### config.mk
export PLATFORM = sky130hd
export DESIGN_NAME = ccrp_queue
export DESIGN_NICKNAME = d
export VERILOG_FILES = /design/src/hw/rtl/ccrp_pkg.sv /design/src/hw/rtl/ccrp_queue.sv
export SDC_FILE = /design/constraint.sdc
export NUM_CORES = 1
export LEC_CHECK = 0
export BUFFER_PORTS_ARGS = -buffer_cell sky130_fd_sc_hd__buf_2
export CAP_MARGIN = 20
export CORE_UTILIZATION = 61
export DETAILED_ROUTE_END_ITERATION = 8
export GPL_TIMING_DRIVEN = 0
export PLACE_DENSITY = 0.84
export REMOVE_ABC_BUFFERS = 1
export SKIP_CTS_REPAIR_TIMING = 1
export SKIP_LAST_GASP = 1
export SYNTH_ARGS = -nofsm -noshare
export SYNTH_HDL_FRONTEND = slang
export SYNTH_SLANG_ARGS = --single-unit
### constraint.sdc
create_clock -name clk -period 9.5 [get_ports clk]
set_input_delay 0.475 -clock clk [delete_from_list [all_inputs] [get_ports clk]]
set_output_delay 0.475 -clock clk [all_outputs]
set_load 0.1 [all_outputs]
### src/hw/rtl/ccrp_pkg.sv
// Shared types and constants of the coil current ramp profile block.
// Field widths, register map, configuration and work-queue structures.
// No dependencies; every other file of the block imports this package.
package ccrp_pkg;

    // Field widths
    localparam int unsigned TIME_W    = 32;
    localparam int unsigned TICK_W    = 16;
    localparam int unsigned IDX_W     = 6;
    localparam int unsigned AMPS_W    = 16;
    localparam int unsigned COUNT_W   = 7;
    localparam int unsigned FACTOR_W  = 18;

    // Highest coil count honored when picking the last coil
    localparam int unsigned MAX_COILS = 64;

    // Datapath widths of the scaling divider
    localparam int unsigned SHAPE_W   = 32;                 // shape numerator
    localparam int unsigned DIV_W     = 31;                 // 19200 * den
    localparam int unsigned PROD_W    = AMPS_W + SHAPE_W;   // amps * shape
    localparam int unsigned NUM_W     = DIV_W + FACTOR_W;   // rounded numerator

    // Full-scale current 300 A in 1/64 A units times the Q16 level one, over 65536
    localparam logic [14:0] SCALE_DIV = 15'd19200;

    // Q0.16 level of one
    localparam logic [TICK_W:0] LEVEL_ONE = 17'h10000;

    // Work queue between front and back
    localparam int unsigned QUEUE_DEPTH = 4;

    // Stream data widths, padded to whole bytes
    localparam int unsigned IN_TDATA_W  = 120;
    localparam int unsigned OUT_TDATA_W = 24;

    // Register port
    localparam int unsigned ADDR_W     = 5;
    localparam int unsigned APB_DATA_W = 32;
    localparam int unsigned REG_LSB    = 2;
    localparam int unsigned REG_IDX_W  = ADDR_W - REG_LSB;

    typedef enum logic [REG_IDX_W-1:0] {
        REG_FIRST_STEP  = 3'd0,
        REG_FALL_STEP   = 3'd1,
        REG_SHORT_RAMP  = 3'd2,
        REG_OVERLAP     = 3'd3,
        REG_FULL_RAMP   = 3'd4,
        REG_COIL_COUNT  = 3'd5
    } reg_idx_t;

    typedef struct packed {
        logic [TICK_W-1:0]  first_step_level;
        logic [TICK_W-1:0]  fall_step_level;
        logic [TICK_W-1:0]  short_ramp_ticks;
        logic [TICK_W-1:0]  overlap_ticks;
        logic [TICK_W-1:0]  full_ramp_ticks;
        logic [COUNT_W-1:0] coil_count;
    } cfg_t;

    localparam cfg_t CFG_RESET = '{
        first_step_level: 16'd32768,
        fall_step_level:  16'd32768,
        short_ramp_ticks: 16'd100,
        overlap_ticks:    16'd100,
        full_ramp_ticks:  16'd100,
        coil_count:       7'd12
    };

    // One classified request: shape = lead_prod + trail_prod over den
    typedef struct packed {
        logic [SHAPE_W-1:0] lead_prod;
        logic [SHAPE_W-1:0] trail_prod;
        logic [TICK_W-1:0]  den;
        logic [AMPS_W-1:0]  amps;
    } work_t;

endpackage

### src/hw/rtl/ccrp_queue.sv
// Short work queue between the front end and the scaling back end.
// Register-based FIFO of ccrp_pkg::work_t entries; depends on ccrp_pkg.
module ccrp_queue (
    input  logic             clk,
    input  logic             rst_n,
    input  logic             push,
    input  ccrp_pkg::work_t  push_data,
    input  logic             pop,
    output logic             full,
    output logic             empty,
    output ccrp_pkg::work_t  head_data
);
    import ccrp_pkg::*;

    localparam int unsigned PTR_W = $clog2(QUEUE_DEPTH);

    work_t            slot_reg [QUEUE_DEPTH];
    logic [PTR_W-1:0] wr_ptr_reg;
    logic [PTR_W-1:0] rd_ptr_reg;
    logic [PTR_W:0]   count_reg;
    logic [PTR_W:0]   count_next;

    assign full      = (count_reg == (PTR_W+1)'(QUEUE_DEPTH));
    assign empty     = (count_reg == '0);
    assign head_data = slot_reg[rd_ptr_reg];

    // Track fill level
    always_comb
    begin
        case ({push, pop})
            2'b10:   count_next = count_reg + 1'b1;
            2'b01:   count_next = count_reg - 1'b1;
            default: count_next = count_reg;
        endcase
    end

    always_ff @(posedge clk or negedge rst_n)
    begin
        if (!rst_n)
        begin
            wr_ptr_reg <= '0;
            rd_ptr_reg <= '0;
            count_reg  <= '0;
        end
        else
        begin
            if (push)
            begin
                wr_ptr_reg <= wr_ptr_reg + 1'b1;
            end
            if (pop)
            begin
                rd_ptr_reg <= rd_ptr_reg + 1'b1;
            end
            count_reg <= count_next;
        end
    end

    // Store the pushed request
    always_ff @(posedge clk)
    begin
        if (push)
        begin
            slot_reg[wr_ptr_reg] <= push_data;
        end
    end

endmodule

### Yosys cells after proc, flatten, opt, wreduce, memory -nomap -nowiden

Memories as Yosys holds them, arrays and structs flattened.
Cells that the tools add are included.
Widths: inputs -> output; s select.

* register bits: 7
* bits in writable memories: 384
* input bits: 100
* output and inout bits: 98
* word-level logic and storage cells: 16
* memories: 1

Memory list
* slot_reg: depth 4, bits a word 96, read ports 1, clocked after memory_dff 0, wr ports 1, RTL line ccrp_queue.sv:17 `work_t slot_reg [QUEUE_DEPTH];`

* $add $sub $neg: 4
* equality and inequality tests: 3
* mux-type cells: 3
* reduce and logical (&&, ||, !) cells: 2

Operators by type and width (number)
* $pmux 3 s2: 1
* $add 2x1->2 const B: 2
* $add 3x1->3 const B: 1
* $eq 3x3->1 const B: 1
* $logic_not 3->1: 1
* $sub 3x1->3 const B: 1
* $eq 2x1->1 const B: 1
* $eq 2x2->1 const B: 1
* $mux 1: 2
* $reduce_bool 2->1: 1

### Depth between registers and ports, before layout

* depth after elaboration: 2
* gate-level depth with buffers: 7
* gate-level depth less buffers: 7

### Worst setup path after synthesis

Ideal clock, no wire load.

* kind: flip-flop to flip-flop
* start: reg wr_ptr_reg[0]
* end: mem slot_reg[0][0] (netlist name), enable pin
* library setup time: 465 ps
* arrival: 2842 ps
* required time: 9035 ps
* slack: 6193 ps
* stages on the path, launching flop included: 4
* buffers on the path: 0
* clock period less this slack: 3307 ps
* path through: dfrtp_1 > inv_1 > ha_1 > and2_1

RTL lines
* start: declaration: RTL line ccrp_queue.sv:18 `logic [PTR_W-1:0] wr_ptr_reg;`
* start signal: assignment: RTL line ccrp_queue.sv:49 `wr_ptr_reg <= wr_ptr_reg + 1'b1;`
* end: declaration: RTL line ccrp_queue.sv:17

Straight into the memory's write port.

==> impl_metrics.csv <==
group,metric,value,unit
timing,clock_skew,17.64,ps
cells_and_area,fillers,1203,
timing,maxSlewHeadroom,0.3932,
critical_path,critical_path.max_fanout,41,
clock_tree,cts_buffers,39,
cells_and_area,largest_reg_flops,384,
die,die-height,154.7,um
logic_synthesis,synth_area_per_cell,26.40,um2
global_route,grt_pass1_wl,39760,um
clock_tree,htree_levels,2,
die,fp.dieArea,0.02394,mm2
die,io_pins,198,
critical_path,crit_path_start_kind,"flop",
global_route,grt_overflow,0,
timing,fmax,0.2935,GHz
logic_synthesis,netlist_area,0.01423,mm2
cells_and_area,nNetsFinal,873,
run_status,status,"completed",
timing,fin_setup_tns,0,ps
cells_and_area,area_growth,19.13,%
detailed_routing,drcViolationCount,0,
global_route,grt_usage,0.2264,
global_route,grt_max_degree,60,
detailed_routing,drt-total-wl,26480,um
timing,tightestPinTransition,910.3,ps
timing,timing.final.max_slew_violations,0,
die,die_w,154.7,um
die,start_util,0.6248,
logic_synthesis,ys_seq_area_frac,0.8226,
clock_tree,numClockSinks,391,
clock_tree,cts_buffer_depth,3,
critical_path,required,9030,ps
global_route,grt_pass1_vias,6969,
placement,numPortBuffers,197,
placement,gp_congestion,0.7461,
timing,hold_violations,0,
logic_synthesis,synthCells,539,
clock_tree,cts-root-buf,"clkbuf_16",
clock_tree,insertion_delay,520,ps
logic_synthesis,synth_cell_types,20,
detailed_routing,first_pass_iters,5,
timing,fin_crit,3407,ps
detailed_routing,drt_iter0_markers,412,
critical_path,worstReg2RegStart,"wr_ptr_reg[1]",
detailed_routing,routedWlPerCell,23.85,um
run,max_cap_violations,0,
timing,rsz0062_at_grt,"false",
min_path,min_from,"push_data[24]",
detailed_routing,vias,6507,
cells_and_area,final_common_cell,"edfxtp_1",
clock_tree,cts.clk_slew.worst_paths,60,ps
global_route,antenna_found_initial,2,
detailed_routing,avgViaCountPerCell,5.862,
die,rows,55,
critical_path,cp.arrival,2930,ps
logic_synthesis,yosysWarnings,0,
critical_path,path_class,"reg2out",
critical_path,crit_start,"rd_ptr_reg[0]",
placement,detailed_place_hpwl,14830,um
min_path,hold_class,"in2reg",
timing,setup_viol,0,
detailed_routing,ant_nets,0,
critical_path,critPathCaptureType,"output pin",
timing,period_share,0.3587,
clock_tree,cts_tree,"yes",
die,core-area,0.02278,mm2
cells_and_area,drive_gt1_frac,0.4579,
cells_and_area,layout_common_cells,"384 x edfxtp_1, 197 x buf_2, 96 x mux4_2",
logic_synthesis,ys_ff_latch,391,
worst paths after layout:
path	slack (ps)	cells after the start	to
min in group asynchronous	350	2	count_reg[1]
max in group asynchronous	8960	2	rd_ptr_reg[0]
setup / recovery	6090	4	head_data[88]
setup reg to reg	7450	5	slot_reg[1][32]
hold reg to reg	530	1	count_reg[2]
hold / removal	170	1	slot_reg[1][24]
worst max-delay path: stages, from the launching register on:
cell and delay, ps:
dfrtp_4 810, buf_16 330, buf_16 330, mux4_2 570, buf_2 310
layout make-up:
cell class | count | area (um2) | share of cell area
antenna | 2 | 5.005 | 0.0002952
sequential | 391 | 11710 | 0.6909
timing repair buffer | 209 | 1231 | 0.07262
multi-input combinational | 120 | 2369 | 0.1397
inverter | 6 | 22.52 | 0.001328
tap | 313 | 391.6 | 0.02310
clock buffer | 50 | 1059 | 0.06244
clock inverter | 19 | 162.7 | 0.009594
layer usage:
metal	share of wire	vias up	track usage	wire length, um
li1	-	2784	-	-
met1	0.39	3353	0.2922	10290
met2	0.51	309	0.3833	13590
met3	0.075	59	0.05772	1973
met4	0.023	2	0.07119	606
met5	0.00049	-	0	13
Yosys cell counts:
master | count | share of area
nand2_1 | 3 | 0.00079
buf_12 | 1 | 0.0014
buf_4 | 1 | 0.00053
and2_1 | 4 | 0.0018
inv_1 | 6 | 0.0016
xor2_1 | 4 | 0.0025
o21ai_0 | 2 | 0.00070
edfxtp_1 | 384 | 0.81
xnor2_1 | 2 | 0.0012
nor2_1 | 1 | 0.00026
buf_6 | 2 | 0.0016
dfrtp_1 | 7 | 0.012
fa_1 | 1 | 0.0014
ha_1 | 5 | 0.0044
and3_1 | 1 | 0.00044
clkbuf_1 | 5 | 0.0013
mux4_2 | 96 | 0.15
buf_8 | 1 | 0.0011
buf_2 | 12 | 0.0042
nor3_1 | 1 | 0.00035
kinds of logic after synthesis:
kind of cell | synth area share
buffers and inverters | 0.01169
and+or+nand+nor | 0.003604
DFF | 0.8226
xor gates and xnor gates | 0.003693
adders and majority gates | 0.005803
muxes | 0.1519
AOI/OAI and AO/OA | 0.0007034
through the flow:
| stage | util | area [um2] | setup slack, ps | instances | hold WS (ps) |
|---|---|---|---|---|---|
| floorplan | - | 14090 | 4251 | 517 | 179.4 |
| global placement | 0.6789 | 15460 | 2792 | 1027 | 304.9 |
| detailed placement | 0.6900 | 15720 | 6571 | 1038 | 319.4 |
| CTS | 0.7436 | 16940 | 6001 | 1107 | -234.8 |
| global route | 0.7441 | 16950 | 5901 | 1108 | 152.4 |
| finish | 0.7443 | 16950 | 6093 | 1110 | 168.0 |
Power is not shown: default switching activity piles up to over one toggle a cycle in this logic, so the estimate is an artifact.
