--- src/hw/rtl/ccrp_pkg.sv ---
// Shared types and constants of the coil current ramp profile block.
// Field widths, register map, configuration and work-queue structures.
// No dependencies; every other file of the block imports this package.
package ccrp_pkg;

    // Field widths
    localparam int unsigned TIME_W    = 32;
    localparam int unsigned TICK_W    = 16;
    localparam int unsigned IDX_W     = 6;
    localparam int unsigned AMPS_W    = 16;
    localparam int unsigned COUNT_W   = 7;
    localparam int unsigned FACTOR_W  = 18;

    // Highest coil count honored when picking the last coil
    localparam int unsigned MAX_COILS = 64;

    // Datapath widths of the scaling divider
    localparam int unsigned SHAPE_W   = 32;                 // shape numerator
    localparam int unsigned DIV_W     = 31;                 // 19200 * den
    localparam int unsigned PROD_W    = AMPS_W + SHAPE_W;   // amps * shape
    localparam int unsigned NUM_W     = DIV_W + FACTOR_W;   // rounded numerator

    // Full-scale current 300 A in 1/64 A units times the Q16 level one, over 65536
    localparam logic [14:0] SCALE_DIV = 15'd19200;

    // Q0.16 level of one
    localparam logic [TICK_W:0] LEVEL_ONE = 17'h10000;

    // Work queue between front and back
    localparam int unsigned QUEUE_DEPTH = 4;

    // Stream data widths, padded to whole bytes
    localparam int unsigned IN_TDATA_W  = 120;
    localparam int unsigned OUT_TDATA_W = 24;

    // Register port
    localparam int unsigned ADDR_W     = 5;
    localparam int unsigned APB_DATA_W = 32;
    localparam int unsigned REG_LSB    = 2;
    localparam int unsigned REG_IDX_W  = ADDR_W - REG_LSB;

    typedef enum logic [REG_IDX_W-1:0] {
        REG_FIRST_STEP  = 3'd0,
        REG_FALL_STEP   = 3'd1,
        REG_SHORT_RAMP  = 3'd2,
        REG_OVERLAP     = 3'd3,
        REG_FULL_RAMP   = 3'd4,
        REG_COIL_COUNT  = 3'd5
    } reg_idx_t;

    typedef struct packed {
        logic [TICK_W-1:0]  first_step_level;
        logic [TICK_W-1:0]  fall_step_level;
        logic [TICK_W-1:0]  short_ramp_ticks;
        logic [TICK_W-1:0]  overlap_ticks;
        logic [TICK_W-1:0]  full_ramp_ticks;
        logic [COUNT_W-1:0] coil_count;
    } cfg_t;

    localparam cfg_t CFG_RESET = '{
        first_step_level: 16'd32768,
        fall_step_level:  16'd32768,
        short_ramp_ticks: 16'd100,
        overlap_ticks:    16'd100,
        full_ramp_ticks:  16'd100,
        coil_count:       7'd12
    };

    // One classified request: shape = lead_prod + trail_prod over den
    typedef struct packed {
        logic [SHAPE_W-1:0] lead_prod;
        logic [SHAPE_W-1:0] trail_prod;
        logic [TICK_W-1:0]  den;
        logic [AMPS_W-1:0]  amps;
    } work_t;

endpackage

--- src/hw/rtl/ccrp_regs.sv ---
// Configuration registers of the coil current ramp profile block.
// APB-style write and read port; depends on ccrp_pkg.
module ccrp_regs (
    input  logic                              clk,
    input  logic                              rst_n,
    input  logic                              psel,
    input  logic                              penable,
    input  logic                              pwrite,
    input  logic [ccrp_pkg::ADDR_W-1:0]       paddr,
    input  logic [ccrp_pkg::APB_DATA_W-1:0]   pwdata,
    output logic [ccrp_pkg::APB_DATA_W-1:0]   prdata,
    output logic                              pready,
    output ccrp_pkg::cfg_t                    cfg
);
    import ccrp_pkg::*;

    cfg_t     cfg_reg;
    cfg_t     cfg_next;
    reg_idx_t reg_idx;
    logic     wr_en;

    assign pready  = 1'b1;
    assign reg_idx = reg_idx_t'(paddr[ADDR_W-1:REG_LSB]);
    assign wr_en   = psel && penable && pwrite && pready;
    assign cfg     = cfg_reg;

    // Decode the write request
    always_comb
    begin
        cfg_next = cfg_reg;
        if (wr_en)
        begin
            case (reg_idx)
                REG_FIRST_STEP: cfg_next.first_step_level = pwdata[TICK_W-1:0];
                REG_FALL_STEP:  cfg_next.fall_step_level  = pwdata[TICK_W-1:0];
                REG_SHORT_RAMP: cfg_next.short_ramp_ticks = pwdata[TICK_W-1:0];
                REG_OVERLAP:    cfg_next.overlap_ticks    = pwdata[TICK_W-1:0];
                REG_FULL_RAMP:  cfg_next.full_ramp_ticks  = pwdata[TICK_W-1:0];
                REG_COIL_COUNT: cfg_next.coil_count       = pwdata[COUNT_W-1:0];
                default:        cfg_next = cfg_reg;
            endcase
        end
    end

    always_ff @(posedge clk or negedge rst_n)
    begin
        if (!rst_n)
        begin
            cfg_reg <= CFG_RESET;
        end
        else
        begin
            cfg_reg <= cfg_next;
        end
    end

    // Return the addressed register
    always_comb
    begin
        case (reg_idx)
            REG_FIRST_STEP: prdata = APB_DATA_W'(cfg_reg.first_step_level);
            REG_FALL_STEP:  prdata = APB_DATA_W'(cfg_reg.fall_step_level);
            REG_SHORT_RAMP: prdata = APB_DATA_W'(cfg_reg.short_ramp_ticks);
            REG_OVERLAP:    prdata = APB_DATA_W'(cfg_reg.overlap_ticks);
            REG_FULL_RAMP:  prdata = APB_DATA_W'(cfg_reg.full_ramp_ticks);
            REG_COIL_COUNT: prdata = APB_DATA_W'(cfg_reg.coil_count);
            default:        prdata = '0;
        endcase
    end

endmodule

--- config.mk ---
export PLATFORM = sky130hd
export DESIGN_NAME = ccrp_regs
export DESIGN_NICKNAME = d
export VERILOG_FILES = /design/src/hw/rtl/ccrp_pkg.sv /design/src/hw/rtl/ccrp_regs.sv
export SDC_FILE = /design/constraint.sdc
export NUM_CORES = 1
export LEC_CHECK = 0
export BUFFER_PORTS_ARGS = -buffer_cell sky130_fd_sc_hd__buf_2
export CAP_MARGIN = 15
export CORE_MARGIN = 2
export CORE_UTILIZATION = 35
export CTS_BUF_LIST = sky130_fd_sc_hd__clkbuf_4
export CTS_CLUSTER_SIZE = 10
export DETAILED_ROUTE_END_ITERATION = 10
export GPL_TIMING_DRIVEN = 1
export PLACE_DENSITY = 0.66
export SYNTH_ARGS = -nofsm -noshare
export SYNTH_HDL_FRONTEND = slang
export SYNTH_SLANG_ARGS = --single-unit
--- constraint.sdc ---
create_clock -name clk -period 2.7 [get_ports clk]
set_clock_uncertainty 0.15 [all_clocks]
set_input_delay 0.405 -clock clk [delete_from_list [all_inputs] [get_ports clk]]
set_output_delay 0.405 -clock clk [all_outputs]
set_load 0.02 [all_outputs]
### Word-level counts from Yosys, hierarchy flattened

Cells that the tools add are included.

* register bits: 87
* output and inout bits: 120
* word-level logic and storage cells: 21

* eq/ne operators: 5
* multiplexer cells: 1
* reduce and logical (&&, ||, !) cells: 9

Operators with widths (number)
* $pmux 16 s6: 1
* $reduce_and 2->1: 6
* $eq 3x2->1 const B: 2
* $eq 3x3->1 const B: 2
* $eq 3x1->1 const B: 1
* $logic_not 3->1: 1
* $logic_and 1x1->1: 2

### Longest topological paths before layout

* depth after elaboration: 3
* gate-level depth with buffers: 6
* mapped depth without buffers: 3

### Worst setup path before layout

OpenSTA, ideal clock, no wires.

* kind: input to output
* start point: input paddr[2] in the netlist's numbering
* end point: output prdata[10] in the netlist's numbering
* arrival: 1520 ps
* required time: 2145 ps
* setup slack: 625 ps
* stages: 6
* path buffers: 4
* cells stage by stage: buf_2 buf_2 buf_2 clkbuf_1 o21a_1 nor2_1

* word-level cells in the longest chain between the ends: 2
* elaborated cells between the ends (all ways): 7
* those cells by class: eq/ne: 5; mux: 1; reduce/logical: 1

Ends and longest elaborated chain
* from (decl): line ccrp_regs.sv:9 `input logic [ccrp_pkg::ADDR_W-1:0] paddr,`
* $eq 3x3->1, or another cell as far along: line ccrp_regs.sv:60 `case (reg_idx)`
* $pmux 16 s6 *: line ccrp_regs.sv:60
* to (decl): line ccrp_regs.sv:11 `output logic [ccrp_pkg::APB_DATA_W-1:0] prdata,`

Every way passes the cells marked *; elsewhere a longest branch is shown, timed or not.

### Worst setup path in the final report

* start point: input paddr[3] in the netlist's numbering
* end point: output prdata[8] in the netlist's numbering

The elaborated chain is that of the path after synthesis.

==> results.md <==
- DR vias: 3088
- Root Buffer: clkbuf_4
- Kind of critical path: primary input to primary output
- Slew Limit Fails: 0
- DRC: 0
- DRC violation total after the first TritonRoute iteration: 107
- Vias in the first global route: 3149
- Nets: 494
- Worst VDD drop: about 0.47 mV
- Post-place instance area: 0.005135 mm²
- First-pass GRT wire length: 17.75 mm
- Worst setup margin: 358.0 ps
- Clock Path Buffers: 2
- Clk sink count: 87
- Core Util, Final: 0.4439
- Status: finished clean
- Max reg flops: 87
- Setup WS pre-CTS: 313.3 ps
- CTS tree: built
- HP Class: primary input to register
- Post-CTS repair timing setup buffer count: 0
- # setup viols final: 0
- Post-DR wirelength/cell: roughly 19 µm
- Clk pin slew, worst setup/hold paths: 160 ps
- Leak: 2.700 nW
- Synth warn: 0
- Critical path endpoint category: primary output
- Initial antenna violation count: 0
- Crit-path slowest cell: mux2_2
- CP dominant cell by count: buf_2
- Grt ovf: 0
- GP Congestion: 0.7615
- Achievable frequency: roughly 0.43 GHz
- Maximum number of pins on one net before global-route repair: 52
- Max Cap Viol: 0
- Fin. Hold Viols: 0
- Die area: around 0.013 mm²
- Worst-Margin Slew: 506.8 ps
- Htree depth: 3
- Layout area overhead: 24.46%
- Layout cells sized above 1: 0.6193
- RSZ-0062 raised after global routing: no
- CTS Buf Count: 9
- Die Ht: 114.4 µm
- Ports: 162
- Iteration count of the initial detailed-routing pass: 4
- Register area share after synthesis: 0.5141
- # rows: 40
- Critical path fanouts, max: 11
- Gate Count Post-Synth: approximately 310
- Syn_area_per_cell: 13.67 µm²
- Min cycle time layout: between 2000 and 2500 ps
- Die width: 114.4 µm
- Initial Util: 0.3567
- Max-slew headroom at the worst pin: 0.6621
- Number of synthesized register bits: 87
- CP arrival: 1790 ps
- Cell Chain, Critical Path: buf_2 -> buf_4 -> mux2_2 -> a221oi_1 -> nor2_1 -> buf_2
- Total core area: 0.01196 mm²
- Worst path required time: 2140 ps
- Drt total wl: 11.41 mm
- Setup crit start kind: primary input
- Drt via density: 5.113
- Gr usage total: 0.1805
- IO buf count: between 100 and 150
- Pwr dens: 735.3 mW/mm²
- Yosys cell types: 31
- Commonest non-fill, non-tap cells in the layout: buf_2 (125), mux2_2 (90), dfrtp_1 (74)
- Routed Antenna Nets: 0
- Fin area: 0.005310 mm²
- Commonest non-fill, non-tap cell in the layout: buf_2
- Dpl hpwl: 8.085 mm
- Setup_tns: 0 ps
- Crit share post-route: 0.8674
- Max incr delay on CP: 330 ps
- Diodes inserted: 0
- Clk_lat worst skew: 460 ps
- Cell Area, Synth: 0.004267 mm²
area by class of cell:
type,instances,area [µm²]
inverters,1,3.754
clock inverters,7,97.59
fillers,1121,6651
flip-flops and latches,87,2193
multi-input cells,203,1898
well taps,147,183.9
clock buffers,9,67.56
repair buffers,150,865.8
logic make-up (layout without fill, tap and decap cells):
family,after synthesis,after routing,synth area share
AO/OA/AOI/OAI,31,31,0.05630
buffers and inverters,37,167,0.05630
other,2,17,0.001760
flip-flops,87,87,0.5141
multiplexers,122,122,0.3243
AND/OR/NAND/NOR,33,33,0.04722
critical path, delay by kind of cell:
kind	cells	cell delay, ps
multiplexers	1	330
AO/OA/AOI/OAI	1	270
buffers and inverters	3	690
AND/OR/NAND/NOR	1	90
repair_timing:
item | in CTS | in global routing
hold buffers | 1 | 0
setup endpoints to repair | 0 | 0
gates resized for setup | 0 | 0
endpoints found under the hold margin | 28 | 0
per-stage QoR:
| stage | power (mW) | hold WS [ps] | instances |
|---|---|---|---|
| 6_report | 3.904 | 45.35 | 604 |
| 5_1_grt | 4.105 | 24.30 | 604 |
| 4_1_cts | 3.933 | 30.63 | 604 |
| 3_5_place_dp | 3.073 | 257.6 | 587 |
| 3_3_place_gp | 3.037 | 244.9 | 587 |
| 2_1_floorplan | 2.597 | -40.59 | 327 |
power breakdown:
| group | switching, mW | total [mW] | internal (mW) |
|---|---|---|---|
| sequential | 0.196 | 1.78 | 1.58 |
| clock | 0.489 | 0.865 | 0.376 |
| combinational | 0.729 | 1.26 | 0.530 |
| total | 1.41 | 3.90 | 2.49 |
worst paths after layout:
| path | start | end | slack (ps) | cells after the start |
|---|---|---|---|---|
| setup / recovery | paddr[3] | prdata[8] | 360 | 6 |
| min in group asynchronous | rst_n | cfg[15] | 280 | 2 |
| hold reg to reg | cfg[75] | cfg[75] | 390 | 1 |
| setup reg to reg | cfg[51] | cfg[51] | 1740 | 1 |
| max in group asynchronous | rst_n | cfg[45] | 1400 | 3 |
| hold / removal | pwdata[9] | cfg[16] | 50 | 2 |
synth_stat cells (all sizes together):
master	instances	area share
mux2	100	0.27
dfrtp	74	0.43
buf	28	0.048
mux2i	22	0.052
dfstp	13	0.080
nor2	12	0.011
a221oi	10	0.021
o21a	9	0.016
clkbuf	8	0.0070
nand2	6	0.0053
o221ai	5	0.010
or3	4	0.0059
a21oi	3	0.0035
and3b	3	0.0062
conb	2	0.0018
nand2b	2	0.0029
nor3	2	0.0062
a211oi	1	0.0018
a21o	1	0.0018
a31oi	1	0.0015
clkinv	1	0.00088
nand3	1	0.0012
nand4	1	0.0015
nand4b	1	0.0056
nor2b	1	0.0015
o21ai	1	0.0012
metal layers:
| metal | track usage | vias to the layer above | wire length (µm) |
|---|---|---|---|
| met3 | 0.05770 | 12 | 846 |
| met1 | 0.2421 | 1548 | 5231 |
| li1 | - | 1392 | - |
| met4 | 0.06179 | 0 | 144 |
| met2 | 0.2757 | 136 | 5183 |
| met5 | 0 | - | 0 |
(Power assumes the default switching activity.)
