## config.mk

```make
export PLATFORM = sky130hd
export DESIGN_NAME = ccrp_back
export DESIGN_NICKNAME = d
export VERILOG_FILES = /design/src/hw/rtl/ccrp_pkg.sv /design/src/hw/rtl/ccrp_back.sv
export SDC_FILE = /design/constraint.sdc
export NUM_CORES = 2
export LEC_CHECK = 0
export ABC_AREA = 1
export BUFFER_PORTS_ARGS = -buffer_cell sky130_fd_sc_hd__buf_2
export CORE_MARGIN = 8
export CORE_UTILIZATION = 57
export CTS_CLUSTER_SIZE = 20
export DETAILED_ROUTE_END_ITERATION = 7
export PLACE_DENSITY_LB_ADDON = 0.05
export SYNTH_ARGS = -nofsm -noshare
export SYNTH_HDL_FRONTEND = slang
export SYNTH_SLANG_ARGS = --single-unit
```

## constraint.sdc

```tcl
create_clock -name clk -period 49.8 [get_ports clk]
set_input_delay 7.47 -clock clk [delete_from_list [all_inputs] [get_ports clk]]
set_output_delay 7.47 -clock clk [all_outputs]
set_load 0.02 [all_outputs]
```

## src/hw/rtl/ccrp_pkg.sv

```systemverilog
// Shared types and constants of the coil current ramp profile block.
// Field widths, register map, configuration and work-queue structures.
// No dependencies; every other file of the block imports this package.
package ccrp_pkg;

    // Field widths
    localparam int unsigned TIME_W    = 32;
    localparam int unsigned TICK_W    = 16;
    localparam int unsigned IDX_W     = 6;
    localparam int unsigned AMPS_W    = 16;
    localparam int unsigned COUNT_W   = 7;
    localparam int unsigned FACTOR_W  = 18;

    // Highest coil count honored when picking the last coil
    localparam int unsigned MAX_COILS = 64;

    // Datapath widths of the scaling divider
    localparam int unsigned SHAPE_W   = 32;                 // shape numerator
    localparam int unsigned DIV_W     = 31;                 // 19200 * den
    localparam int unsigned PROD_W    = AMPS_W + SHAPE_W;   // amps * shape
    localparam int unsigned NUM_W     = DIV_W + FACTOR_W;   // rounded numerator

    // Full-scale current 300 A in 1/64 A units times the Q16 level one, over 65536
    localparam logic [14:0] SCALE_DIV = 15'd19200;

    // Q0.16 level of one
    localparam logic [TICK_W:0] LEVEL_ONE = 17'h10000;

    // Work queue between front and back
    localparam int unsigned QUEUE_DEPTH = 4;

    // Stream data widths, padded to whole bytes
    localparam int unsigned IN_TDATA_W  = 120;
    localparam int unsigned OUT_TDATA_W = 24;

    // Register port
    localparam int unsigned ADDR_W     = 5;
    localparam int unsigned APB_DATA_W = 32;
    localparam int unsigned REG_LSB    = 2;
    localparam int unsigned REG_IDX_W  = ADDR_W - REG_LSB;

    typedef enum logic [REG_IDX_W-1:0] {
        REG_FIRST_STEP  = 3'd0,
        REG_FALL_STEP   = 3'd1,
        REG_SHORT_RAMP  = 3'd2,
        REG_OVERLAP     = 3'd3,
        REG_FULL_RAMP   = 3'd4,
        REG_COIL_COUNT  = 3'd5
    } reg_idx_t;

    typedef struct packed {
        logic [TICK_W-1:0]  first_step_level;
        logic [TICK_W-1:0]  fall_step_level;
        logic [TICK_W-1:0]  short_ramp_ticks;
        logic [TICK_W-1:0]  overlap_ticks;
        logic [TICK_W-1:0]  full_ramp_ticks;
        logic [COUNT_W-1:0] coil_count;
    } cfg_t;

    localparam cfg_t CFG_RESET = '{
        first_step_level: 16'd32768,
        fall_step_level:  16'd32768,
        short_ramp_ticks: 16'd100,
        overlap_ticks:    16'd100,
        full_ramp_ticks:  16'd100,
        coil_count:       7'd12
    };

    // One classified request: shape = lead_prod + trail_prod over den
    typedef struct packed {
        logic [SHAPE_W-1:0] lead_prod;
        logic [SHAPE_W-1:0] trail_prod;
        logic [TICK_W-1:0]  den;
        logic [AMPS_W-1:0]  amps;
    } work_t;

endpackage

```

## src/hw/rtl/ccrp_back.sv

```systemverilog
// Back end: scales the shape by the coil current and divides, rounded and saturated.
// Sum, multiply and rounding stages, a saturation check and one restoring-divide
// stage per quotient bit, the last one being the output register; depends on ccrp_pkg.
module ccrp_back (
    input  logic                           clk,
    input  logic                           rst_n,
    input  logic                           head_valid,
    input  ccrp_pkg::work_t                head_data,
    output logic                           pop,
    output logic                           out_valid,
    input  logic                           out_ready,
    output logic [ccrp_pkg::FACTOR_W-1:0]  field_factor
);
    import ccrp_pkg::*;

    logic                advance;

    // Stage 1: shape sum and divisor
    logic [SHAPE_W:0]    shape_sum;
    logic [DIV_W-1:0]    div_next;
    logic                s1_valid_reg;
    logic [SHAPE_W-1:0]  s1_shape_reg;
    logic [DIV_W-1:0]    s1_div_reg;
    logic [AMPS_W-1:0]   s1_amps_reg;

    // Stage 2: current times shape
    logic                s2_valid_reg;
    logic [PROD_W-1:0]   s2_prod_reg;
    logic [DIV_W-1:0]    s2_div_reg;

    // Stage 3: add half the divisor for round-to-nearest
    logic [NUM_W-1:0]    num_next;
    logic                s3_valid_reg;
    logic [NUM_W-1:0]    s3_num_reg;
    logic [DIV_W-1:0]    s3_div_reg;

    // Divide stages: index 0 holds the saturation check
    logic [FACTOR_W-1:0] dv_valid_reg;
    logic [NUM_W-1:0]    rem_reg  [FACTOR_W];
    logic [DIV_W-1:0]    dvs_reg  [FACTOR_W];
    logic [FACTOR_W-1:0] quo_reg  [FACTOR_W];
    logic                sat_reg  [FACTOR_W];
    logic [NUM_W-1:0]    step_sub [1:FACTOR_W];
    logic                step_fit [1:FACTOR_W];
    logic [NUM_W-1:0]    rem_next [1:FACTOR_W];
    logic [FACTOR_W-1:0] quo_next [1:FACTOR_W];
    logic                sat_next;

    logic                out_valid_reg;
    logic [FACTOR_W-1:0] out_data_reg;

    // Whole pipeline moves unless the output is held
    assign advance      = !out_valid_reg || out_ready;
    assign pop          = advance && head_valid;
    assign out_valid    = out_valid_reg;
    assign field_factor = out_data_reg;

    assign shape_sum = (SHAPE_W+1)'(head_data.lead_prod) +
                       (SHAPE_W+1)'(head_data.trail_prod);
    assign div_next  = DIV_W'(head_data.den) * DIV_W'(SCALE_DIV);
    assign num_next  = NUM_W'(s2_prod_reg) + NUM_W'(s2_div_reg >> 1);
    assign sat_next  = (s3_num_reg >= {s3_div_reg, {FACTOR_W{1'b0}}});

    // One quotient bit per stage, most significant first
    always_comb
    begin
        for (int k = 1; k <= FACTOR_W; k++)
        begin
            step_sub[k] = NUM_W'(dvs_reg[k-1]) << (FACTOR_W - k);
            step_fit[k] = (rem_reg[k-1] >= step_sub[k]);
            rem_next[k] = step_fit[k] ? rem_reg[k-1] - step_sub[k] : rem_reg[k-1];
            quo_next[k] = {quo_reg[k-1][FACTOR_W-2:0], step_fit[k]};
        end
    end

    // Valid bits
    always_ff @(posedge clk or negedge rst_n)
    begin
        if (!rst_n)
        begin
            s1_valid_reg  <= 1'b0;
            s2_valid_reg  <= 1'b0;
            s3_valid_reg  <= 1'b0;
            dv_valid_reg  <= '0;
            out_valid_reg <= 1'b0;
        end
        else if (advance)
        begin
            s1_valid_reg  <= head_valid;
            s2_valid_reg  <= s1_valid_reg;
            s3_valid_reg  <= s2_valid_reg;
            dv_valid_reg  <= {dv_valid_reg[FACTOR_W-2:0], s3_valid_reg};
            out_valid_reg <= dv_valid_reg[FACTOR_W-1];
        end
    end

    // Payloads
    always_ff @(posedge clk)
    begin
        if (advance)
        begin
            s1_shape_reg <= shape_sum[SHAPE_W-1:0];
            s1_div_reg   <= div_next;
            s1_amps_reg  <= head_data.amps;
            s2_prod_reg  <= PROD_W'(s1_amps_reg) * PROD_W'(s1_shape_reg);
            s2_div_reg   <= s1_div_reg;
            s3_num_reg   <= num_next;
            s3_div_reg   <= s2_div_reg;
            rem_reg[0]   <= s3_num_reg;
            dvs_reg[0]   <= s3_div_reg;
            quo_reg[0]   <= '0;
            sat_reg[0]   <= sat_next;
            for (int k = 1; k < FACTOR_W; k++)
            begin
                rem_reg[k] <= rem_next[k];
                dvs_reg[k] <= dvs_reg[k-1];
                quo_reg[k] <= quo_next[k];
                sat_reg[k] <= sat_reg[k-1];
            end
            out_data_reg <= sat_reg[FACTOR_W-1] ? {FACTOR_W{1'b1}} : quo_next[FACTOR_W];
        end
    end

endmodule

```

---- Yosys cells after proc, flatten, opt, wreduce, memory -nomap -nowiden ----
Memories as Yosys holds them, arrays and structs flattened. A register that Yosys moved wholly into a read port is not among the register bits.
Index checks and enable logic that the tools add are counted.
operators by class
  add/sub/neg operators ................... 19
  multiply operators ...................... 2
  magnitude comparators ................... 19
  mux-type cells .......................... 19
  reductions and logical operators ........ 3
operators by type and width
  operator          count
  $mux W49          17
  $add A48 B30 Y49  1
  $ge A49 B31 Y1    1
  $ge A49 B32 Y1    1
  $ge A49 B33 Y1    1
  $ge A49 B34 Y1    1
  $ge A49 B35 Y1    1
  $ge A49 B36 Y1    1
  $ge A49 B37 Y1    1
  $ge A49 B38 Y1    1
  $ge A49 B39 Y1    1
  $ge A49 B40 Y1    1
  $ge A49 B41 Y1    1
  $ge A49 B42 Y1    1
  $ge A49 B43 Y1    1
  $ge A49 B44 Y1    1
  $ge A49 B45 Y1    1
  $ge A49 B46 Y1    1
  $ge A49 B47 Y1    1
  $ge A49 B48 Y1    1
  $ge A49 B49 Y1    1
  $sub A49 B32 Y49  1
  $sub A49 B33 Y49  1
  $sub A49 B34 Y49  1
  other kinds (21)  22
storage, ports and cells
  flip-flop bits (word level) ............. 254
  RAM bits ................................ 1782
  output and inout port bits .............. 20
  word-level logic and storage cells ...... 79
  memories ................................ 4
memories
  memory   depth  bits a word  read ports  clocked after memory_dff  wr ports  line             RTL
  rem_reg  18     49           18          0                         18        ccrp_back.sv:39  logic [NUM_W-1:0] rem_reg [FACTOR_W];
  dvs_reg  18     31           18          0                         18        ccrp_back.sv:40  logic [DIV_W-1:0] dvs_reg [FACTOR_W];
  quo_reg  18     18           18          1                         18        ccrp_back.sv:41  logic [FACTOR_W-1:0] quo_reg [FACTOR_W];
  sat_reg  18     1            18          0                         18        ccrp_back.sv:42  logic sat_reg [FACTOR_W];

---- Logic depth before layout (Yosys ltp) ----
  word-level depth ........................ 4
  depth in mapped cells ................... 29

---- Worst setup path after synthesis ----
Ideal clock, no wire load.
  path kind ............................... input -> register
  start ................................... input out_ready
  end ..................................... memory dvs_reg[0][10], enable pin
  setup time .............................. 2.724 ns
  data arrival time ....................... 53.312 ns
  required time ........................... 47.076 ns
  slack ................................... -6.237 ns
  stages on the path ...................... 3
  buffers on the path ..................... 1
  cells stage by stage .................... nor2_1 > inv_1 > buf_1
RTL lines
  element          line             RTL
  start, declared  ccrp_back.sv:11  input logic out_ready,
  end, declared    ccrp_back.sv:40

---- Worst setup path in the final report ----
  start ................................... input out_ready
  end ..................................... output pop
on the way
  cells in the longest elaborated chain, start to end .. 2
ends and longest elaborated chain
  element              line             RTL
  $logic_or A1 B1 Y1   ccrp_back.sv:53  assign advance = !out_valid_reg || out_ready;
  $logic_and A1 B1 Y1  ccrp_back.sv:54  assign pop = advance && head_valid;
  end, declared        ccrp_back.sv:9   output logic pop,
Every way passes these cells.

==> out/qor.csv <==
metric,value,unit
WL met2,162000,µm
Metal-1 WL,139000,µm
Initial DRT Pass Iterations,7,
first-pass GRT wire length,524000,µm
Largest register FFs,882,
layout cells sized above 1,0.0475,
Nets,15692,
gr usage total,0.297,
Final Skew,48.2,ps
Worst-Margin Slew,1060,ps
Post-Synth XOR/XNOR Area,0.0257,
clock sink total,1721,
antenna violation net count after detailed routing,0,
largest area contributor in the netlist,edfxtp_1,
f_max,61.0,MHz
aggregate routed wire length,337000,µm
post-synthesis async set-or-reset flop share,0.0128,
Post-route DRC,0,
CTS tree,done,
RSZ-0062 raised after global routing,false,
Clock Tree Buf Depth,3,
Critical Path Start Type,input port,
Setup crit end kind,output pin,
Ports,120,
routed vias/inst,5.46,
Worst-Skew Late Latency,840,ps
slew margin rel.,0.295,
GP Congestion,0.972,
Wirelength per Cell,19.4,µm
Filler Cells Inserted,18304,
top_reg_cell synth,edfxtp_1,
complex-gate fraction of the synthesized area,0.0561,
die height,473,µm
number of antenna violations at the first check in global routing,5,
synth unique cells,57,
Cells after Synth,14322,
Synth Area in Simple Gates,0.242,
Detailed Route Iter0 Violations,8588,
period utilisation layout,0.329,
vias in the first global route,94277,
Mapped Area,119000,µm²
Root Driver,clkbuf_16,
via count,95197,
hold buffers post-CTS,0,
final setup fails,0,
"Hold Vio Cnt, Final",0,
Die W,473,µm
post-synth top area share,0.428,
Initial Util,0.571,
H-tree depth,4,
post-synthesis mux area share,0,
setup bufs post-CTS,0,
largest family of logic cells by synthesized area,simple AND/OR/NAND/NOR gates,
post_cts resized,0,
worst hold-check path type,flop to flop,
most common cell in the netlist,nand2_1,
synthesized area per cell,8.32,µm²
post-layout min period,16380,ps
Final Max Slew Viols,0,
Ys Warns,0,
num rows,168,
Hold Path Stages,0,
largest net degree at the start of global routing,164,
Worst-path clk slew,60,ps
Area Growth Syn to Fin,7.72,%
"EDFF count, synth",1699,
ranking of synthesized cells by area,"edfxtp_1, nand2_1, inv_1",
crit-path max FO,136,
GR Overflow Total,0,
IO buf count,119,
Final TNS setup,0,ps
sequential share of the synthesized area,0.433,
status,"complete, no violations",
worst path required time,42330,ps
top sig layer,met5,
cts bufs inserted,181,
adder and majority gate portion of the synthesized area,0.148,
DIE AREA,224000,µm²
syn_nets,15554,
design area,128000,µm²
worst reg-to-reg path cell count,18,
Post-DP HPWL,271000,µm
post-synthesis sequential element count,1721,
max-cap violations,0,
core area,209000,µm²
Post-synth top cells,"nand2_1, inv_1, edfxtp_1, nor2_1, ha_1",
Setup Crit Path Kind,input port to output pin,
Arrival @ worst endpoint,8910,ps
met3 routed WL,20500,µm
placed cell areas,122000,µm²
## worst paths after layout
check	from	endpoint	slack, ps
max	out_ready	pop	33420
min	quo_reg[9][4]$_DFFE_PN_	quo_reg[10][5]$_DFFE_PN_	400
max reg2reg	s1_shape_reg[26]$_DFFE_PN_	s2_prod_reg[44]$_DFFE_PN_	43420
min reg2reg	quo_reg[9][4]$_DFFE_PN_	quo_reg[10][5]$_DFFE_PN_	400
max in group asynchronous	rst_n	s1_valid_reg$_DFFE_PN0N_	42890
min in group asynchronous	rst_n	dv_valid_reg[15]$_DFFE_PN0N_	6580
## cells in the final DEF (no fill, tap or decap), types with 24 or more instances in the layout
master,count
a21oi_1,631
a21oi_2,30
buf_2,119
buf_4,43
clkbuf_1,28
clkbuf_16,182
clkinv_1,28
clkinv_2,33
clkinvlp_4,24
edfxtp_1,1699
fa_1,460
ha_1,672
inv_1,2669
inv_2,24
nand2_1,4477
nand2_2,38
nand3_1,668
nand3b_1,65
nand4_1,235
nor2_1,1156
nor2_2,32
nor3_1,147
nor4_1,39
o21ai_0,357
o21ai_1,88
o21ai_2,43
o21bai_1,27
or2_2,33
xnor2_1,144
xor2_1,206
## kinds of logic after synthesis
group                    count (synthesis)
AND/OR/NAND/NOR                       6973
buffers and inverters                 2908
flip-flops                            1721
AO/OA/AOI/OAI                         1238
adder cells (fa/ha/maj)               1132
XOR/XNOR                               350
## worst max-delay path, stage by stage
cell and delay [ps]:
buf_2 80, nor2_1 40, buf_4 200, inv_8 650
nand2_1 190, inv_1 100, buf_2 170
## routing by layer
| layer | up-vias | global-route usage |
|---|---|---|
| met3 | 866 | 0.0363 |
| met5 | - | 0 |
| li1 | 46002 | - |
| met2 | 3548 | 0.510 |
| met4 | 2 | 0.119 |
| met1 | 44779 | 0.384 |
## area by class of cell
| cell class | instances | area, µm² | area share |
|---|---|---|---|
| multi-input combinational | 9693 | 56200 | 0.438 |
| sequential | 1721 | 51600 | 0.402 |
| inverter | 2700 | 10200 | 0.0791 |
| clock buffer | 210 | 4660 | 0.0363 |
| tap | 2805 | 3510 | 0.0273 |
| clock inverter | 127 | 1340 | 0.0105 |
| timing repair buffer | 163 | 938 | 0.00731 |
| antenna | 1 | 2.50 | 0.0000195 |
## per-stage QoR
stage                     hold slack, ps  utilization  cells  worst slack (ps)
after global routing                 413        0.615  17419             33260
after detailed placement             405        0.586  17082             33420
after floorplan                      400            -  14322               875
final                                403        0.615  17420             33420
after CTS                            410        0.615  17419             33380
after global placement               400        0.586  17082             33420
Power is left out: the tool's default activity adds up to more than one toggle a clock period on the data nets, which glitch-free logic cannot reach.
