[config.mk]
export PLATFORM = sky130hd
export DESIGN_NAME = ccrp_front
export DESIGN_NICKNAME = d
export VERILOG_FILES = /design/src/hw/rtl/ccrp_pkg.sv /design/src/hw/rtl/ccrp_front.sv
export SDC_FILE = /design/constraint.sdc
export NUM_CORES = 2
export LEC_CHECK = 0
export ABC_AREA = 1
export CAP_MARGIN = 5
export CELL_PAD_IN_SITES_DETAIL_PLACEMENT = 0
export CELL_PAD_IN_SITES_GLOBAL_PLACEMENT = 1
export CORE_MARGIN = 3
export CORE_UTILIZATION = 50
export CTS_BUF_LIST = sky130_fd_sc_hd__clkbuf_8
export DETAILED_ROUTE_END_ITERATION = 8
export DONT_BUFFER_PORTS = 1
export HOLD_SLACK_MARGIN = 0.1
export PLACE_DENSITY = 0.85
export SLEW_MARGIN = 20
export SYNTH_ARGS = -nofsm -noshare
export SYNTH_HDL_FRONTEND = slang
export SYNTH_SLANG_ARGS = --single-unit
[constraint.sdc]
create_clock -name clk -period 15.8 [get_ports clk]
set_clock_uncertainty 0.1 [all_clocks]
set_input_delay 3.16 -clock clk [delete_from_list [all_inputs] [get_ports clk]]
set_output_delay 3.16 -clock clk [all_outputs]
set_load 0.01 [all_outputs]
[src/hw/rtl/ccrp_pkg.sv]
// Shared types and constants of the coil current ramp profile block.
// Field widths, register map, configuration and work-queue structures.
// No dependencies; every other file of the block imports this package.
package ccrp_pkg;

    // Field widths
    localparam int unsigned TIME_W    = 32;
    localparam int unsigned TICK_W    = 16;
    localparam int unsigned IDX_W     = 6;
    localparam int unsigned AMPS_W    = 16;
    localparam int unsigned COUNT_W   = 7;
    localparam int unsigned FACTOR_W  = 18;

    // Highest coil count honored when picking the last coil
    localparam int unsigned MAX_COILS = 64;

    // Datapath widths of the scaling divider
    localparam int unsigned SHAPE_W   = 32;                 // shape numerator
    localparam int unsigned DIV_W     = 31;                 // 19200 * den
    localparam int unsigned PROD_W    = AMPS_W + SHAPE_W;   // amps * shape
    localparam int unsigned NUM_W     = DIV_W + FACTOR_W;   // rounded numerator

    // Full-scale current 300 A in 1/64 A units times the Q16 level one, over 65536
    localparam logic [14:0] SCALE_DIV = 15'd19200;

    // Q0.16 level of one
    localparam logic [TICK_W:0] LEVEL_ONE = 17'h10000;

    // Work queue between front and back
    localparam int unsigned QUEUE_DEPTH = 4;

    // Stream data widths, padded to whole bytes
    localparam int unsigned IN_TDATA_W  = 120;
    localparam int unsigned OUT_TDATA_W = 24;

    // Register port
    localparam int unsigned ADDR_W     = 5;
    localparam int unsigned APB_DATA_W = 32;
    localparam int unsigned REG_LSB    = 2;
    localparam int unsigned REG_IDX_W  = ADDR_W - REG_LSB;

    typedef enum logic [REG_IDX_W-1:0] {
        REG_FIRST_STEP  = 3'd0,
        REG_FALL_STEP   = 3'd1,
        REG_SHORT_RAMP  = 3'd2,
        REG_OVERLAP     = 3'd3,
        REG_FULL_RAMP   = 3'd4,
        REG_COIL_COUNT  = 3'd5
    } reg_idx_t;

    typedef struct packed {
        logic [TICK_W-1:0]  first_step_level;
        logic [TICK_W-1:0]  fall_step_level;
        logic [TICK_W-1:0]  short_ramp_ticks;
        logic [TICK_W-1:0]  overlap_ticks;
        logic [TICK_W-1:0]  full_ramp_ticks;
        logic [COUNT_W-1:0] coil_count;
    } cfg_t;

    localparam cfg_t CFG_RESET = '{
        first_step_level: 16'd32768,
        fall_step_level:  16'd32768,
        short_ramp_ticks: 16'd100,
        overlap_ticks:    16'd100,
        full_ramp_ticks:  16'd100,
        coil_count:       7'd12
    };

    // One classified request: shape = lead_prod + trail_prod over den
    typedef struct packed {
        logic [SHAPE_W-1:0] lead_prod;
        logic [SHAPE_W-1:0] trail_prod;
        logic [TICK_W-1:0]  den;
        logic [AMPS_W-1:0]  amps;
    } work_t;

endpackage

[src/hw/rtl/ccrp_front.sv]
// Front end: accepts requests, picks the profile segment and forms the shape products.
// Two registered stages feeding the work queue; depends on ccrp_pkg.
module ccrp_front (
    input  logic                             clk,
    input  logic                             rst_n,
    input  ccrp_pkg::cfg_t                   cfg,
    input  logic                             in_valid,
    output logic                             in_ready,
    input  logic [ccrp_pkg::IDX_W-1:0]       coil_index,
    input  logic [ccrp_pkg::TIME_W-1:0]      sample_time,
    input  logic [ccrp_pkg::TIME_W-1:0]      switch_on_time,
    input  logic [ccrp_pkg::TIME_W-1:0]      switch_off_time,
    input  logic [ccrp_pkg::AMPS_W-1:0]      coil_amps,
    input  logic                             queue_full,
    output logic                             push,
    output ccrp_pkg::work_t                  push_data
);
    import ccrp_pkg::*;

    // Segment decode signals
    logic [TIME_W:0]    t_x;
    logic [TIME_W:0]    on_x;
    logic [TIME_W:0]    off_x;
    logic [TIME_W:0]    d_x;
    logic [TIME_W:0]    rc_x;
    logic [TIME_W:0]    r1_x;
    logic [TIME_W:0]    r1_ov_x;
    logic [TIME_W:0]    off_rc_x;
    logic [TIME_W:0]    off_r1_x;
    logic [TIME_W:0]    t_ov_x;
    logic [TICK_W-1:0]  d_lo;
    logic [TICK_W-1:0]  t_lo;
    logic [TICK_W-1:0]  off_lo;
    logic [COUNT_W-1:0] cnt_clamped;
    logic               is_off;
    logic               is_first;
    logic               is_last;

    logic [TICK_W:0]    lead_mul_next;
    logic [TICK_W-1:0]  lead_op_next;
    logic [TICK_W:0]    trail_mul_next;
    logic [TICK_W-1:0]  trail_op_next;
    logic [TICK_W-1:0]  den_next;

    // Stage A
    logic               a_valid_reg;
    logic [TICK_W:0]    a_lead_mul_reg;
    logic [TICK_W-1:0]  a_lead_op_reg;
    logic [TICK_W:0]    a_trail_mul_reg;
    logic [TICK_W-1:0]  a_trail_op_reg;
    logic [TICK_W-1:0]  a_den_reg;
    logic [AMPS_W-1:0]  a_amps_reg;

    // Stage B
    logic               b_valid_reg;
    work_t              b_data_reg;
    logic [2*TICK_W:0]  lead_full;
    logic [2*TICK_W:0]  trail_full;

    logic               advance;

    // Move both stages together whenever stage B can hand off
    assign advance   = !b_valid_reg || !queue_full;
    assign in_ready  = advance;
    assign push      = b_valid_reg && !queue_full;
    assign push_data = b_data_reg;

    // Exact time sums, one bit wider than the inputs so nothing wraps
    assign t_x      = {1'b0, sample_time};
    assign on_x     = {1'b0, switch_on_time};
    assign off_x    = {1'b0, switch_off_time};
    assign d_x      = t_x - on_x;
    assign rc_x     = (TIME_W+1)'(cfg.full_ramp_ticks);
    assign r1_x     = (TIME_W+1)'(cfg.short_ramp_ticks);
    assign r1_ov_x  = r1_x + (TIME_W+1)'(cfg.overlap_ticks);
    assign off_rc_x = off_x + rc_x;
    assign off_r1_x = off_x + r1_x;
    assign t_ov_x   = t_x + (TIME_W+1)'(cfg.overlap_ticks);

    // Segment offsets fit in 16 bits where used, so low halves suffice
    assign d_lo   = d_x[TICK_W-1:0];
    assign t_lo   = sample_time[TICK_W-1:0];
    assign off_lo = switch_off_time[TICK_W-1:0];

    // Coil role
    assign cnt_clamped = (cfg.coil_count > COUNT_W'(MAX_COILS)) ?
                         COUNT_W'(MAX_COILS) : cfg.coil_count;
    assign is_off   = (t_x <= on_x) || (switch_on_time == switch_off_time);
    assign is_first = (coil_index == '0);
    assign is_last  = !is_first && (cnt_clamped != '0) &&
                      (COUNT_W'(coil_index) == cnt_clamped - 1'b1);

    // Pick the segment; first match wins
    always_comb
    begin
        lead_mul_next  = '0;
        lead_op_next   = '0;
        trail_mul_next = '0;
        trail_op_next  = '0;
        den_next       = TICK_W'(1);
        if (!is_off)
        begin
            if (is_first && d_x < rc_x)
            begin
                lead_mul_next = LEVEL_ONE;
                lead_op_next  = d_lo;
                den_next      = cfg.full_ramp_ticks;
            end
            else if (!is_first && d_x < r1_x)
            begin
                lead_mul_next = {1'b0, cfg.first_step_level};
                lead_op_next  = d_lo;
                den_next      = cfg.short_ramp_ticks;
            end
            else if (!is_first && d_x < r1_ov_x)
            begin
                lead_mul_next  = {1'b0, cfg.first_step_level};
                lead_op_next   = cfg.overlap_ticks;
                trail_mul_next = LEVEL_ONE - {1'b0, cfg.first_step_level};
                trail_op_next  = d_lo - cfg.short_ramp_ticks;
                den_next       = cfg.overlap_ticks;
            end
            else if (is_last)
            begin
                if (t_x < off_x)
                begin
                    lead_mul_next = LEVEL_ONE;
                    lead_op_next  = TICK_W'(1);
                end
                else if (t_x < off_rc_x)
                begin
                    lead_mul_next = LEVEL_ONE;
                    lead_op_next  = off_lo + cfg.full_ramp_ticks - t_lo;
                    den_next      = cfg.full_ramp_ticks;
                end
            end
            else if (t_ov_x < off_x)
            begin
                lead_mul_next = LEVEL_ONE;
                lead_op_next  = TICK_W'(1);
            end
            else if (t_x < off_x)
            begin
                lead_mul_next  = {1'b0, cfg.fall_step_level};
                lead_op_next   = cfg.overlap_ticks;
                trail_mul_next = LEVEL_ONE - {1'b0, cfg.fall_step_level};
                trail_op_next  = off_lo - t_lo;
                den_next       = cfg.overlap_ticks;
            end
            else if (t_x < off_r1_x)
            begin
                lead_mul_next = {1'b0, cfg.fall_step_level};
                lead_op_next  = off_lo + cfg.short_ramp_ticks - t_lo;
                den_next      = cfg.short_ramp_ticks;
            end
        end
    end

    // Shape products; each stays below 2^32
    assign lead_full  = (2*TICK_W+1)'(a_lead_mul_reg) * (2*TICK_W+1)'(a_lead_op_reg);
    assign trail_full = (2*TICK_W+1)'(a_trail_mul_reg) * (2*TICK_W+1)'(a_trail_op_reg);

    // Stage valid bits
    always_ff @(posedge clk or negedge rst_n)
    begin
        if (!rst_n)
        begin
            a_valid_reg <= 1'b0;
            b_valid_reg <= 1'b0;
        end
        else if (advance)
        begin
            a_valid_reg <= in_valid;
            b_valid_reg <= a_valid_reg;
        end
    end

    // Stage payloads
    always_ff @(posedge clk)
    begin
        if (advance)
        begin
            a_lead_mul_reg        <= lead_mul_next;
            a_lead_op_reg         <= lead_op_next;
            a_trail_mul_reg       <= trail_mul_next;
            a_trail_op_reg        <= trail_op_next;
            a_den_reg             <= den_next;
            a_amps_reg            <= coil_amps;
            b_data_reg.lead_prod  <= lead_full[SHAPE_W-1:0];
            b_data_reg.trail_prod <= trail_full[SHAPE_W-1:0];
            b_data_reg.den        <= a_den_reg;
            b_data_reg.amps       <= a_amps_reg;
        end
    end

endmodule

* Word level (Yosys, flattened, before mapping)
Index checks and enable logic that the tools add are counted.
** Storage, ports and cells
- Logic and storage cells :: 91
- Flip-flop bits (word level) :: 196
- Bits of input ports :: 209
** Cells by class
- Mux-type cells :: 36
- $add $sub $neg :: 14
- Equality and inequality tests :: 2
- Reductions and logical operators :: 15
- Multiply operators :: 2
- $lt $le $gt $ge :: 9
** Operators with widths (count)
- 2-to-1 mux 16 bit :: 24
- 2-to-1 mux 17 bit :: 11
- adder 32 x 16 -> 33 bit :: 3
- less-than comparator 32 x 33 -> 1 bit :: 2
- less-than comparator 33 x 16 -> 1 bit :: 2
- multiplier 17 x 16 -> 32 bit :: 2
- subtractor 16 bit :: 4
- subtractor 17 x 16 -> 17 bit (first input constant) :: 2
- less-than comparator 33 x 17 -> 1 bit :: 1
- less-than comparator 33 x 32 -> 1 bit :: 1
- subtractor 32 x 32 -> 33 bit :: 1
- adder 16 bit :: 2
- == test 32 bit :: 1
- <= comparator 32 bit :: 1
- less-than comparator 32 bit :: 1
- adder 16 x 16 -> 17 bit :: 1
- == test 6 x 7 -> 1 bit :: 1
- greater-than comparator 7 bit (second input constant) :: 1
- 2-to-1 mux 7 bit :: 1
- nonzero test 7 bit :: 1
- subtractor 7 x 1 -> 7 bit (second input constant) :: 1
- logical AND 1 bit :: 6
- zero test 6 bit :: 1
- zero test 1 bit :: 3
- other kinds (3) :: 4

* Longest topological paths before layout
- Depth in word-level cells :: 9
- Mapped depth :: 34
- Mapped depth without buffers :: 34

* Least setup slack after synthesis
OpenSTA, ideal clock, no wires.
- Path type :: input to output
- Start point :: in queue_full
- End point :: out in_ready
- Buffers on the path :: 0
- Arrival time :: 7344 ps
- Slack :: 5196 ps
- Required time :: 12540 ps
- Stages on the path :: 1
- Cells stage by stage :: nand2_1
** Between the ends
- Word-level cells in the longest chain between the ends :: 2
** RTL lines
- from (decl) :: line ccrp_front.sv:14 : input logic queue_full,
- zero test 1 bit :: line ccrp_front.sv:63 : assign advance = !b_valid_reg || !queue_full;
- logical OR 1 bit :: line ccrp_front.sv:63
- to (decl) :: line ccrp_front.sv:8 : output logic in_ready,
No other way between the ends.

* Final worst setup path
- Start point :: in cfg[9] (netlist bit)
- End point :: reg a_lead_op_reg[6], data pin
** Between the ends
- Word-level cells in the longest chain between the ends :: 8
** RTL lines
- from (decl) :: line ccrp_front.sv:6 : input ccrp_pkg::cfg_t cfg,
- adder 32 x 16 -> 33 bit / adder 16 bit (equally long branches) :: line ccrp_front.sv:76, ccrp_front.sv:133
- less-than comparator 32 x 33 -> 1 bit / subtractor 16 bit (equally long branches) :: line ccrp_front.sv:130, ccrp_front.sv:133
- 2-to-1 mux 16 bit :: line ccrp_front.sv:130 : else if (t_x < off_rc_x)
- 2-to-1 mux 16 bit :: line ccrp_front.sv:125 : if (t_x < off_x)
- 2-to-1 mux 16 bit :: line ccrp_front.sv:123 : else if (is_last)
- 2-to-1 mux 16 bit :: line ccrp_front.sv:115 : else if (!is_first && d_x < r1_ov_x)
- 2-to-1 mux 16 bit :: line ccrp_front.sv:109 : else if (!is_first && d_x < r1_x)
- 2-to-1 mux 16 bit (*) :: line ccrp_front.sv:103 : if (is_first && d_x < rc_x)
- to (signal assigned) :: line ccrp_front.sv:184 : a_lead_op_reg <= lead_op_next;
- to (decl) :: line ccrp_front.sv:48 : logic [TICK_W-1:0] a_lead_op_reg;
Every way passes the cells marked *; elsewhere a longest branch is shown, timed or not.
A chain may end at the register's enable or synchronous reset.

==> impl_results.md <==
* Outcome: finished, final reports clean
* DRT Pass-1 Iters at 6
* Hpwl dp at 115 mm
* CP Class: in -> reg
* YS warnings at 0
* GRT Util Overall at 0.319
* Hold buffer count at cts at 0
* Multi-input logic area at 0.0307 mm²
* Hold WC Path Type: reg -> reg
* PwrDens at 101 mW/mm²
* Final hold viol count at 0
* Reg2reg setup slack at 9.06 ns
* Fraction of the mapped netlist area in simple logic gates at 0.226
* Largest register FFs at 96
* Slew headroom at 0.193
* Commonest cells after routing, fill and taps aside: nand2_1, inv_1, ha_1
* CTS Buf Count at 17
* Post CTS Setup Buffer Count at 0
* Combinational power share at 0.692
* Commonest non-fill, non-tap cell in the layout: nand2_1
* Fmax achieved at 121 MHz
* Routed WL per cell at 20.6 µm
* Largest family of logic cells by synthesized area: adder cells
* Slew Limit Fails at 0
* Total Neg Setup Slack at 0 ns
* Clock tree from TritonCTS: built
* Slew @ Worst Pin at 1.21 ns
* Sequential element share of the synthesized area at 0.139
* Die W at 297 µm
* # DRC at 0
* Pre-CTS WS at 7.01 ns
* Synth Flop Type: edfxtp_1
* Die Area at 0.0881 mm²
* Register area at 0.00588 mm²
* Mux share of post-synthesis cell area at 0
* Final setup fails at 0
* Remaining antenna violation count after routing at 0
* Largest net degree at the start of global routing at 62
* Placed Instance Area at 0.0432 mm²
* CTS Sinks at 196
* Number of max-cap violations at 0
* Worst setup slack after layout at 7.57 ns
* Critical path arrival at 8.50 ns
* Post-synthesis register bit count at 196
* Drt total wl at 141 mm
* CTS resizes at 0
* Vias in the first global route at 37200
* Clock slew at reported path FFs at 0.11 ns
* VDD IR max at 0.109 mV
* Worst EP required at 16.06 ns
* Initial antenna violation count at 4
* Post-synth cell types at 56
* I/O Buffers at 0
* Area growth from synthesis to layout at 3.20%
* CP startpoint kind: input port
* Die Y at 297 µm
* Pleak at 24.5 nW
* Post-synthesis xor/xnor area fraction at 0.0577
* Layout Cell Area excl Fill at 0.0436 mm²
* Synth Instances at 5845
* Post-Synth Adder-Cell Area at 0.367
* Placer's final routability congestion estimate at 0.975
* Crit path max fanout at 31
* Via Count at 37200
* Core ar. at 0.0837 mm²
* I/O pins at 307
* Synthesized area at 0.0423 mm²
* Layout filler cell count at 8387
* Avg Inst Size Synth at 7.23 µm²
* Fin crit share at 0.521
* Power share of the clock group at 0.083
* Layout cells sized above 1 at 0.0206
* Switching power at 2.38 mW
* NumNets Final at 6886
* Vias/cell at 5.43
* Starting DRT DRC Count at 3146
* Ys async rst share at 0.0102
* Post-layout util at 0.521
* Clock latency at the later pin of the worst-skew pair at 0.61 ns
* Root Buffer: clkbuf_8
* Synthesized net count at 7024
* Area fraction in compound gates after synthesis at 0.0743
* RSZ-0062 raised after global routing: no
* Clk buf depth at 2
* Internal Pwr Total at 2.04 mW
* Initial Util at 0.505
* # rows at 106
* H-tree depth at 4
* EDFF count, synth at 194
* Global-route wire length before repair at 217 mm
* Worst setup EP type: register
* Final min period at 8.23 ns
* Global route overflow at 0
* Flop pwr share at 0.225
* Net Sw Frac at 0.538
-- synthesized netlist by cell type (all sizes together), types with 10 or more instances --
cell type,n,area share
nand2,1552,0.14
inv,1318,0.12
ha,519,0.15
fa,451,0.21
a21oi,336,0.040
nor2,313,0.028
nand3,257,0.031
xor2,197,0.041
edfxtp,194,0.14
clkbuf,162,0.014
o21ai,132,0.016
xnor2,79,0.016
nor3,67,0.0083
nand4,58,0.0087
nand3b,28,0.0050
buf,27,0.0039
a21o,22,0.0039
nor4,20,0.0030
a31oi,15,0.0022
o211ai,13,0.0023
or2,12,0.0018
o21bai,10,0.0018
-- stage by stage --
| step | hold WS (ns) | power (mW) | instances |
|---|---|---|---|
| floorplan | 0.300 | 3.19 | 5845 |
| global placement | 0.301 | 4.00 | 6822 |
| detailed placement | 0.305 | 4.05 | 6822 |
| CTS | 0.334 | 4.43 | 6854 |
| global route | 0.340 | 4.91 | 6856 |
| finish | 0.332 | 4.42 | 6858 |
-- cells by family after synthesis --
family | Yosys count
flops | 196
simple gates | 2317
buf+inv | 1513
compound gates | 572
fa+ha+maj | 970
xor+xnor | 277
-- power groups by stage --
stage               Sequential, mW  Clock, mW  Combinational (mW)
CTS                          0.995      0.378                3.06
finish                       0.992      0.368                3.06
floorplan                    0.883          0                2.31
global route                  1.00      0.397                3.51
detailed placement            1.01          0                3.04
global placement              1.01          0                2.99
-- path summary, 6_finish.rpt --
kind                                     from               end  cells after the start
max                                    cfg[9]  a_lead_op_reg[6]                     27
min in group asynchronous               rst_n       b_valid_reg                      0
max reg2reg                a_lead_mul_reg[12]     push_data[88]                     19
min reg2reg                      a_den_reg[7]     push_data[23]                      0
max in group asynchronous               rst_n       a_valid_reg                      0
min                              a_den_reg[7]     push_data[23]                      0
-- worst max-delay path, cell delays in order --
cell and delay [ns]:
ha_1 0.33, nand3_1 0.11, nand3_1 0.12, a21oi_1 0.26
o21ai_1 0.14, a21boi_0 0.38, o21ai_1 0.25, a21oi_1 0.40
o21ai_0 0.21, xnor2_1 0.17, ha_1 0.30, nand4_1 0.20
nor3_1 0.55, nand4_1 0.34, nand3_1 0.33, nand2_1 0.08
nand2_1 0.10, nand2_1 0.07, nand2_1 0.16, nand2_1 0.07
buf_4 0.26, nand3_1 0.15, nand2_1 0.06, nand2_1 0.06
nand3_1 0.10, nand2_1 0.07, inv_1 0.03
-- layer usage --
layer / wire length (µm) / part of all wire / vias up / GRT usage
met2: 65100 / 0.46 / 1429 / 0.526
met5: 7 / 0.000050 / - / 0
met3: 12100 / 0.086 / 266 / 0.0607
met4: 5550 / 0.039 / 2 / 0.122
li1: - / - / 17700 / -
met1: 58300 / 0.41 / 17800 / 0.417
-- area by class of cell --
class / count / area share
clock inverters: 15 / 0.00493
flip-flops and latches: 196 / 0.135
clock buffers: 17 / 0.00536
well taps: 1134 / 0.0325
multi-input cells: 4136 / 0.703
inverters: 1324 / 0.114
diodes: 4 / 0.000229
repair buffers: 32 / 0.00551
Note: power is estimated with default switching activity, not from simulation.
